==> src/tsc_pkg.sv <==
// Shared types and constants for the touch stroke capture block.
package tsc_pkg;

    localparam int FIFO_DEPTH = 4;

    localparam logic [15:0] FIRST_WINDOW_RESET  = 16'd2000;
    localparam logic [15:0] CAPTURE_LIMIT_RESET = 16'd5000;

    localparam logic [3:0] COUNT_MASK    = 4'hf;
    localparam logic [3:0] MAX_POINTS    = 4'd2;
    localparam logic [1:0] EVENT_LIFT    = 2'h1;
    localparam logic [1:0] RELEASE_LIMIT = 2'd3;

    localparam logic KIND_START = 1'b0;
    localparam logic KIND_POLL  = 1'b1;

    localparam logic EV_POINT  = 1'b0;
    localparam logic EV_STROKE = 1'b1;

    localparam logic [0:0] REG_FIRST_WINDOW  = 1'd0;
    localparam logic [0:0] REG_CAPTURE_LIMIT = 1'd1;

    typedef struct packed {
        logic        kind;
        logic        read_ok;
        logic        pressed;
        logic [11:0] px;
        logic [11:0] py;
        logic [31:0] now_ms;
    } cmd_t;

    typedef struct packed {
        logic        event_res;
        logic [11:0] point_x;
        logic [11:0] point_y;
        logic [11:0] start_x;
        logic [11:0] start_y;
        logic [11:0] end_x;
        logic [11:0] end_y;
        logic        stroke_valid;
        logic [31:0] duration_ms;
    } res_t;

endpackage

==> src/tsc_front.sv <==
// Input side: takes words, decodes the first touch point and queues a command.
module tsc_front
(
    input  logic              in_valid,
    output logic              in_ready,
    input  logic              kind,
    input  logic              read_ok,
    input  logic [7:0]        status_byte,
    input  logic [7:0]        x_high_byte,
    input  logic [7:0]        x_low_byte,
    input  logic [7:0]        y_high_byte,
    input  logic [7:0]        y_low_byte,
    input  logic [31:0]       now_ms,
    input  logic              queue_full,
    output logic              push,
    output tsc_pkg::cmd_t     push_cmd
);

    logic [3:0] count;
    logic       count_ok;
    logic       lifted;

    assign count    = status_byte[3:0] & tsc_pkg::COUNT_MASK;
    assign count_ok = (count != 4'd0) && (count <= tsc_pkg::MAX_POINTS);
    assign lifted   = (x_high_byte[7:6] == tsc_pkg::EVENT_LIFT);

    assign in_ready = !queue_full;
    assign push     = in_valid && !queue_full;

    always_comb
    begin
        push_cmd.kind    = kind;
        push_cmd.read_ok = read_ok;
        push_cmd.pressed = count_ok && !lifted;
        push_cmd.px      = {x_high_byte[3:0], x_low_byte};
        push_cmd.py      = {y_high_byte[3:0], y_low_byte};
        push_cmd.now_ms  = now_ms;
    end

endmodule

==> src/tsc_fifo.sv <==
// Short command queue between the decode side and the stroke machine.
module tsc_fifo
#(
    parameter int DEPTH = tsc_pkg::FIFO_DEPTH
)
(
    input  logic              clk,
    input  logic              rst_n,
    input  logic              push,
    input  tsc_pkg::cmd_t     push_cmd,
    output logic              full,
    input  logic              pop,
    output logic              not_empty,
    output tsc_pkg::cmd_t     pop_cmd
);

    localparam int AW = (DEPTH > 1) ? $clog2(DEPTH) : 1;
    localparam int CW = $clog2(DEPTH + 1);

    tsc_pkg::cmd_t mem [DEPTH];

    logic [AW-1:0] wr_ptr_reg, wr_ptr_next;
    logic [AW-1:0] rd_ptr_reg, rd_ptr_next;
    logic [CW-1:0] count_reg, count_next;
    logic          do_push, do_pop;

    assign full      = (count_reg == CW'(DEPTH));
    assign not_empty = (count_reg != '0);
    assign do_push   = push && !full;
    assign do_pop    = pop && not_empty;
    assign pop_cmd   = mem[rd_ptr_reg];

    always_comb
    begin
        wr_ptr_next = wr_ptr_reg;
        rd_ptr_next = rd_ptr_reg;
        count_next  = count_reg;
        if (do_push)
        begin
            wr_ptr_next = (wr_ptr_reg == AW'(DEPTH - 1)) ? '0 : wr_ptr_reg + 1'b1;
        end
        if (do_pop)
        begin
            rd_ptr_next = (rd_ptr_reg == AW'(DEPTH - 1)) ? '0 : rd_ptr_reg + 1'b1;
        end
        if (do_push && !do_pop)
        begin
            count_next = count_reg + 1'b1;
        end
        else if (do_pop && !do_push)
        begin
            count_next = count_reg - 1'b1;
        end
    end

    always_ff @(posedge clk or negedge rst_n)
    begin
        if (!rst_n)
        begin
            wr_ptr_reg <= '0;
            rd_ptr_reg <= '0;
            count_reg  <= '0;
        end
        else
        begin
            wr_ptr_reg <= wr_ptr_next;
            rd_ptr_reg <= rd_ptr_next;
            count_reg  <= count_next;
        end
    end

    always_ff @(posedge clk)
    begin
        if (do_push)
        begin
            mem[wr_ptr_reg] <= push_cmd;
        end
    end

endmodule

==> src/tsc_back.sv <==
// Stroke machine: consumes queued commands and holds the result word register.
module tsc_back
(
    input  logic              clk,
    input  logic              rst_n,
    input  logic [15:0]       first_window_ms,
    input  logic [15:0]       capture_limit_ms,
    input  logic              cmd_valid,
    input  tsc_pkg::cmd_t     cmd,
    output logic              cmd_pop,
    output logic              out_valid,
    input  logic              out_ready,
    output tsc_pkg::res_t     out_res
);

    localparam logic [1:0] PH_IDLE  = 2'd0;
    localparam logic [1:0] PH_FIRST = 2'd1;
    localparam logic [1:0] PH_TRACK = 2'd2;

    logic [1:0]    phase_reg, phase_next;
    logic [31:0]   start_time_reg, start_time_next;
    logic [31:0]   first_time_reg, first_time_next;
    logic [11:0]   first_x_reg, first_x_next;
    logic [11:0]   first_y_reg, first_y_next;
    logic [11:0]   last_x_reg, last_x_next;
    logic [11:0]   last_y_reg, last_y_next;
    logic [1:0]    release_count_reg, release_count_next;
    logic          out_valid_reg, out_valid_next;
    tsc_pkg::res_t out_res_reg, out_res_next;

    logic [31:0]   elapsed;
    logic [31:0]   since_first;
    logic [1:0]    release_inc;
    logic          emit;
    logic          step;
    tsc_pkg::res_t res;

    assign step        = cmd_valid && (!out_valid_reg || out_ready);
    assign cmd_pop     = step;
    assign elapsed     = cmd.now_ms - start_time_reg;
    assign since_first = cmd.now_ms - first_time_reg;
    assign release_inc = release_count_reg + 2'd1;

    always_comb
    begin
        phase_next         = phase_reg;
        start_time_next    = start_time_reg;
        first_time_next    = first_time_reg;
        first_x_next       = first_x_reg;
        first_y_next       = first_y_reg;
        last_x_next        = last_x_reg;
        last_y_next        = last_y_reg;
        release_count_next = release_count_reg;
        emit               = 1'b0;
        res                = '0;
        if (step)
        begin
            if (cmd.kind == tsc_pkg::KIND_START)
            begin
                phase_next         = PH_FIRST;
                start_time_next    = cmd.now_ms;
                first_time_next    = '0;
                first_x_next       = '0;
                first_y_next       = '0;
                last_x_next        = '0;
                last_y_next        = '0;
                release_count_next = '0;
            end
            else
            begin
                case (phase_reg)
                    PH_FIRST:
                    begin
                        if (elapsed >= {16'd0, first_window_ms})
                        begin
                            phase_next    = PH_IDLE;
                            emit          = 1'b1;
                            res.event_res = tsc_pkg::EV_STROKE;
                        end
                        else if (cmd.read_ok && cmd.pressed)
                        begin
                            first_x_next       = cmd.px;
                            first_y_next       = cmd.py;
                            last_x_next        = cmd.px;
                            last_y_next        = cmd.py;
                            first_time_next    = cmd.now_ms;
                            release_count_next = '0;
                            phase_next         = PH_TRACK;
                            emit               = 1'b1;
                            res.event_res      = tsc_pkg::EV_POINT;
                            res.point_x        = cmd.px;
                            res.point_y        = cmd.py;
                            res.start_x        = cmd.px;
                            res.start_y        = cmd.py;
                            res.end_x          = cmd.px;
                            res.end_y          = cmd.py;
                            res.stroke_valid   = 1'b1;
                        end
                    end
                    PH_TRACK:
                    begin
                        if (elapsed >= {16'd0, capture_limit_ms})
                        begin
                            phase_next       = PH_IDLE;
                            emit             = 1'b1;
                            res.event_res    = tsc_pkg::EV_STROKE;
                            res.start_x      = first_x_reg;
                            res.start_y      = first_y_reg;
                            res.end_x        = last_x_reg;
                            res.end_y        = last_y_reg;
                            res.stroke_valid = 1'b1;
                            res.duration_ms  = since_first;
                        end
                        else if (cmd.read_ok)
                        begin
                            if (cmd.pressed)
                            begin
                                last_x_next        = cmd.px;
                                last_y_next        = cmd.py;
                                release_count_next = '0;
                                emit               = 1'b1;
                                res.event_res      = tsc_pkg::EV_POINT;
                                res.point_x        = cmd.px;
                                res.point_y        = cmd.py;
                                res.start_x        = first_x_reg;
                                res.start_y        = first_y_reg;
                                res.end_x          = cmd.px;
                                res.end_y          = cmd.py;
                                res.stroke_valid   = 1'b1;
                            end
                            else if (release_inc >= tsc_pkg::RELEASE_LIMIT)
                            begin
                                phase_next         = PH_IDLE;
                                release_count_next = '0;
                                emit               = 1'b1;
                                res.event_res      = tsc_pkg::EV_STROKE;
                                res.start_x        = first_x_reg;
                                res.start_y        = first_y_reg;
                                res.end_x          = last_x_reg;
                                res.end_y          = last_y_reg;
                                res.stroke_valid   = 1'b1;
                                res.duration_ms    = since_first;
                            end
                            else
                            begin
                                release_count_next = release_inc;
                            end
                        end
                    end
                    default:
                    begin
                        phase_next = phase_reg;
                    end
                endcase
            end
        end
    end

    always_comb
    begin
        out_valid_next = out_valid_reg;
        out_res_next   = out_res_reg;
        if (step && emit)
        begin
            out_valid_next = 1'b1;
            out_res_next   = res;
        end
        else if (out_ready)
        begin
            out_valid_next = 1'b0;
        end
    end

    always_ff @(posedge clk or negedge rst_n)
    begin
        if (!rst_n)
        begin
            phase_reg         <= PH_IDLE;
            start_time_reg    <= '0;
            first_time_reg    <= '0;
            first_x_reg       <= '0;
            first_y_reg       <= '0;
            last_x_reg        <= '0;
            last_y_reg        <= '0;
            release_count_reg <= '0;
            out_valid_reg     <= 1'b0;
        end
        else
        begin
            phase_reg         <= phase_next;
            start_time_reg    <= start_time_next;
            first_time_reg    <= first_time_next;
            first_x_reg       <= first_x_next;
            first_y_reg       <= first_y_next;
            last_x_reg        <= last_x_next;
            last_y_reg        <= last_y_next;
            release_count_reg <= release_count_next;
            out_valid_reg     <= out_valid_next;
        end
    end

    always_ff @(posedge clk)
    begin
        out_res_reg <= out_res_next;
    end

    assign out_valid = out_valid_reg;
    assign out_res   = out_res_reg;

endmodule

==> src/touch_stroke_capture_core.sv <==
// Top level of the touch stroke capture block: stream ports, register file, front and back.
//
// The block takes one word per clock on the slave stream (a capture start or a touch poll)
// while the command queue is not full, and gives at most one result word per word taken,
// in order. The stroke machine takes one queued word per cycle while its result register
// is empty or being taken. A taken word is written into the command queue; the stroke
// machine then loads any result word into the result register driving the master stream.
// A short command queue between decode and the stroke machine lets the input keep taking
// words while a result waits to be taken. Registers: first_window_ms at 0x0,
// capture_limit_ms at 0x4; write them only while no word is in flight.
module touch_stroke_capture_core
#(
    parameter int FIFO_DEPTH = tsc_pkg::FIFO_DEPTH
)
(
    input  logic         clk,
    input  logic         rst_n,
    input  logic         psel,
    input  logic         penable,
    input  logic         pwrite,
    input  logic [2:0]   paddr,
    input  logic [31:0]  pwdata,
    output logic [31:0]  prdata,
    output logic         pready,
    input  logic         s_tvalid,
    output logic         s_tready,
    // [0] read_ok, [8:1] status_byte, [16:9] x_high_byte, [24:17] x_low_byte,
    // [32:25] y_high_byte, [40:33] y_low_byte, [72:41] now_ms, [79:73] zero
    input  logic [79:0]  s_tdata,
    // [0] kind
    input  logic         s_tuser,
    output logic         m_tvalid,
    input  logic         m_tready,
    // [11:0] point_x, [23:12] point_y, [35:24] start_x, [47:36] start_y, [59:48] end_x,
    // [71:60] end_y, [72] stroke_valid, [104:73] duration_ms, [111:105] zero
    output logic [111:0] m_tdata,
    // [0] event_res
    output logic         m_tuser
);

    logic [15:0]   first_window_reg;
    logic [15:0]   capture_limit_reg;
    logic          cfg_write;

    logic          push;
    tsc_pkg::cmd_t push_cmd;
    logic          queue_full;
    logic          cmd_pop;
    logic          cmd_valid;
    tsc_pkg::cmd_t cmd;
    tsc_pkg::res_t res;

    assign pready    = 1'b1;
    assign cfg_write = psel && penable && pwrite && pready;

    always_ff @(posedge clk or negedge rst_n)
    begin
        if (!rst_n)
        begin
            first_window_reg  <= tsc_pkg::FIRST_WINDOW_RESET;
            capture_limit_reg <= tsc_pkg::CAPTURE_LIMIT_RESET;
        end
        else if (cfg_write)
        begin
            if (paddr[2] == tsc_pkg::REG_FIRST_WINDOW)
            begin
                first_window_reg <= pwdata[15:0];
            end
            else
            begin
                capture_limit_reg <= pwdata[15:0];
            end
        end
    end

    always_comb
    begin
        case (paddr[2])
            tsc_pkg::REG_FIRST_WINDOW:  prdata = {16'd0, first_window_reg};
            tsc_pkg::REG_CAPTURE_LIMIT: prdata = {16'd0, capture_limit_reg};
            default:                    prdata = '0;
        endcase
    end

    tsc_front u_front
    (
        .in_valid    (s_tvalid),
        .in_ready    (s_tready),
        .kind        (s_tuser),
        .read_ok     (s_tdata[0]),
        .status_byte (s_tdata[8:1]),
        .x_high_byte (s_tdata[16:9]),
        .x_low_byte  (s_tdata[24:17]),
        .y_high_byte (s_tdata[32:25]),
        .y_low_byte  (s_tdata[40:33]),
        .now_ms      (s_tdata[72:41]),
        .queue_full  (queue_full),
        .push        (push),
        .push_cmd    (push_cmd)
    );

    tsc_fifo
    #(
        .DEPTH (FIFO_DEPTH)
    )
    u_fifo
    (
        .clk       (clk),
        .rst_n     (rst_n),
        .push      (push),
        .push_cmd  (push_cmd),
        .full      (queue_full),
        .pop       (cmd_pop),
        .not_empty (cmd_valid),
        .pop_cmd   (cmd)
    );

    tsc_back u_back
    (
        .clk              (clk),
        .rst_n            (rst_n),
        .first_window_ms  (first_window_reg),
        .capture_limit_ms (capture_limit_reg),
        .cmd_valid        (cmd_valid),
        .cmd              (cmd),
        .cmd_pop          (cmd_pop),
        .out_valid        (m_tvalid),
        .out_ready        (m_tready),
        .out_res          (res)
    );

    assign m_tuser = res.event_res;
    assign m_tdata = {7'd0, res.duration_ms, res.stroke_valid, res.end_y, res.end_x,
                      res.start_y, res.start_x, res.point_y, res.point_x};

endmodule

==> config.mk <==
export PLATFORM = sky130hd
export DESIGN_NAME = touch_stroke_capture_core
export DESIGN_NICKNAME = d
export VERILOG_FILES = /design/src/tsc_pkg.sv /design/src/tsc_front.sv /design/src/tsc_fifo.sv /design/src/tsc_back.sv /design/src/touch_stroke_capture_core.sv
export SDC_FILE = /design/constraint.sdc
export NUM_CORES = 1
export LEC_CHECK = 0
export BUFFER_PORTS_ARGS = -buffer_cell sky130_fd_sc_hd__buf_4
export CORE_MARGIN = 2
export CORE_UTILIZATION = 45
export DETAILED_ROUTE_END_ITERATION = 6
export PLACE_DENSITY = 0.65
export SYNTH_ARGS = -nofsm -noshare
export SYNTH_HDL_FRONTEND = slang
export SYNTH_SLANG_ARGS = --single-unit
==> constraint.sdc <==
create_clock -name clk -period 18.05 [get_ports clk]
set_clock_uncertainty 0.1 [all_clocks]
set_input_delay 5.415 -clock clk [delete_from_list [all_inputs] [get_ports clk]]
set_output_delay 5.415 -clock clk [all_outputs]
set_load 0.02 [all_outputs]
==> impl_metrics.env <==
export IMPL_postSynthCellCount=1767
export IMPL_final_util=0.530
export IMPL_routed_wl_um=56400
export IMPL_status="finished, final reports clean"
export IMPL_yosysWarnings=0
export IMPL_io_buffers=211
export IMPL_start_kind="primary input"
export IMPL_leakage_nw=11.0
export IMPL_power_density_nw_per_um2=209
export IMPL_reg2reg_from="u_fifo.rd_ptr_reg[0]$_DFFE_PN0P_"
export IMPL_drc_errors=0
export IMPL_cts_buffers=52
export IMPL_grt_max_degree=93
export IMPL_r2r_end="u_back.out_res[44]$_SDFFCE_PN0P_"
export IMPL_yosysMostFrequentCell="edfxtp_1"
export IMPL_place_hpwl_um=38600
export IMPL_rows=84
export IMPL_setup_violations=0
export IMPL_synthToLayoutAreaGrowth_pct=16.5
export IMPL_synthTopCellsByCount="342 x edfxtp_1, 145 x dfrtp_1, 128 x inv_1"
export IMPL_track_usage=0.206
export IMPL_hold_class="register to register"
export IMPL_synthDistinctLibCells=84
export IMPL_required_ps=12530
export IMPL_cts_hold_fix_buffers=0
export IMPL_synth_area_leaders="edfxtp_1 43%, dfrtp_1 15%, mux4_2 5.5%, ha_1 5.5%, a22o_1 3.9%"
export IMPL_initial_core_util=0.455
export IMPL_cap_violations=0
export IMPL_ys_seq_elements=498
export IMPL_clk_pin_slew_ps=60
export IMPL_max_freq_mhz=85.4
export IMPL_multi_input_area_um2=8800
export IMPL_cp_data_arrival_time_ps=6190
export IMPL_worstMarginPinSlew_ps=1250
export IMPL_cts_sinks=498
export IMPL_whs_endpoint="u_fifo.count_reg[2]$_DFFE_PN0P_"
export IMPL_slew_viol_final=0
export IMPL_path_class="primary input to primary output"
export IMPL_layout_min_cycle_time_ps=11700
export IMPL_rsz0062_at_grt="false"
export IMPL_whs_path_depth=1
export IMPL_die_w_um=234
export IMPL_synth_top_cell_by_area="edfxtp_1"
export IMPL_dr_pass1_iters=5
export IMPL_fill_cells=4366
export IMPL_post_drt_via_cell_ratio=5.59
export IMPL_drt_iter0_markers=1025
export IMPL_synth_edf_count=342
export IMPL_routedWlPerCell_um=20.9
export IMPL_largest_reg_flops=236
export IMPL_seq_area_um2=14200
export IMPL_cp_max_fo=33
export IMPL_fin_nets=2197
export IMPL_clock_root_buffer="clkbuf_16"
export IMPL_ys_flop_type="edfxtp_1"
export IMPL_worst_r2r_cell_count=16
export IMPL_finalHoldViolCount=0
export IMPL_cts_tree="done"
export IMPL_place_gp_congestion=0.843
export IMPL_cts_htree_levels=2
export IMPL_ant_nets=0
export IMPL_synth_area_um2=23900
export IMPL_die_y_um=234
export IMPL_insertion_delay_ps=610
export IMPL_antenna_found_initial=1
export IMPL_core_area_um2=52400
export IMPL_setup_tns_ps=0
export IMPL_cp_end_kind="primary output"
export IMPL_postCtsSetupRepairBufs=0
export IMPL_ys_seq_area_frac=0.595
export IMPL_holdWs_ps=395
export IMPL_io_pins=271
export IMPL_grt_pass1_wl_um=86100
export IMPL_post_route_cells_drive_above_1_share=0.237
export IMPL_hold_path_startpoint="u_fifo.count_reg[2]$_DFFE_PN0P_"
export IMPL_vias=15100
export IMPL_peakVddDrop_mv=0.128
export IMPL_min_period_over_period=0.648
export IMPL_grt_pass1_vias=15000
export IMPL_r2r_slack_ps=9540
export IMPL_cts_resized=0
export IMPL_relSlewSlack=0.170
export IMPL_synth_top_area_share=0.430
export IMPL_async_flop_share=0.313
export IMPL_fp_dieArea_um2=54900
export IMPL_overflow=0
export IMPL_avgSynthCellArea_um2=13.5
export IMPL_ctsLongestPathBuffers=3
-- final cells by class --
cell class                 instances  area share
sequential                       498       0.510
multi-input combinational       1060       0.316
timing repair buffer             227      0.0614
clock buffer                      61      0.0491
tap                              688      0.0310
inverter                         128      0.0173
clock inverter                    36      0.0145
antenna                            1   0.0000900
-- worst max-delay path by stage --
stage | depth (start not counted) | endpoint | slack [ps] | start
2_1_floorplan | 3 | prdata[15] | 6310 | paddr[2]
4_1_cts | 3 | prdata[0] | 6340 | paddr[2]
3_5_place_dp | 3 | prdata[0] | 6340 | paddr[2]
3_3_place_gp | 3 | prdata[0] | 6350 | paddr[2]
6_report | 3 | prdata[0] | 6350 | paddr[2]
5_1_grt | 3 | prdata[0] | 6300 | paddr[2]
-- cell usage in the layout (no fill, tap or decap), types with 62 or more instances in the layout --
master | netlist | routed
a21oi_1 | 63 | 62
a22o_1 | 105 | 105
buf_4 | 27 | 226
dfrtp_1 | 145 | 143
edfxtp_1 | 342 | 342
ha_1 | 104 | 104
inv_1 | 128 | 128
nand2_1 | 96 | 96
nor2_1 | 73 | 72
o21ai_0 | 88 | 87
-- metal layers --
layer / share of wire / track usage / up-vias / wire length (um)
met2: 0.49 / 0.342 / 356 / 27400
met3: 0.052 / 0.0384 / 66 / 2940
li1: - / - / 7016 / -
met1: 0.44 / 0.277 / 7640 / 24800
met4: 0.022 / 0.0558 / 0 / 1210
met5: 0 / 0 / - / 0
-- kinds of logic (layout without fill, tap and decap cells) --
group / Yosys count / count (layout) / synth area share
flops: 498 / 498 / 0.595
compound gates: 411 / 411 / 0.124
simple gates: 348 / 348 / 0.0755
buf+inv: 231 / 452 / 0.0427
mux: 125 / 125 / 0.0894
fa+ha+maj: 107 / 107 / 0.0571
xor+xnor: 45 / 45 / 0.0165
other cells: 2 / 25 / 0.000315
-- critical path: stages --
cell    delay, ps
buf_4         240
mux2_2        370
buf_4         160
-- power by group --
part           switching, mW  internal (mW)  leakage, nW
sequential             0.118           1.54         5.14
clock                  0.451          0.645        0.863
combinational           1.85           1.22         4.99
-- through the flow --
step	setup WS [ps]	power [mW]	instance area, um2	instances
floorplan	6310	3.89	23900	1789
global placement	6350	4.67	26000	2601
detailed placement	6340	4.74	26000	2601
CTS	6340	5.85	27800	2698
global route	6300	6.25	27800	2699
finish	6350	5.82	27800	2699
Note: power is estimated with default switching activity, not from simulation.
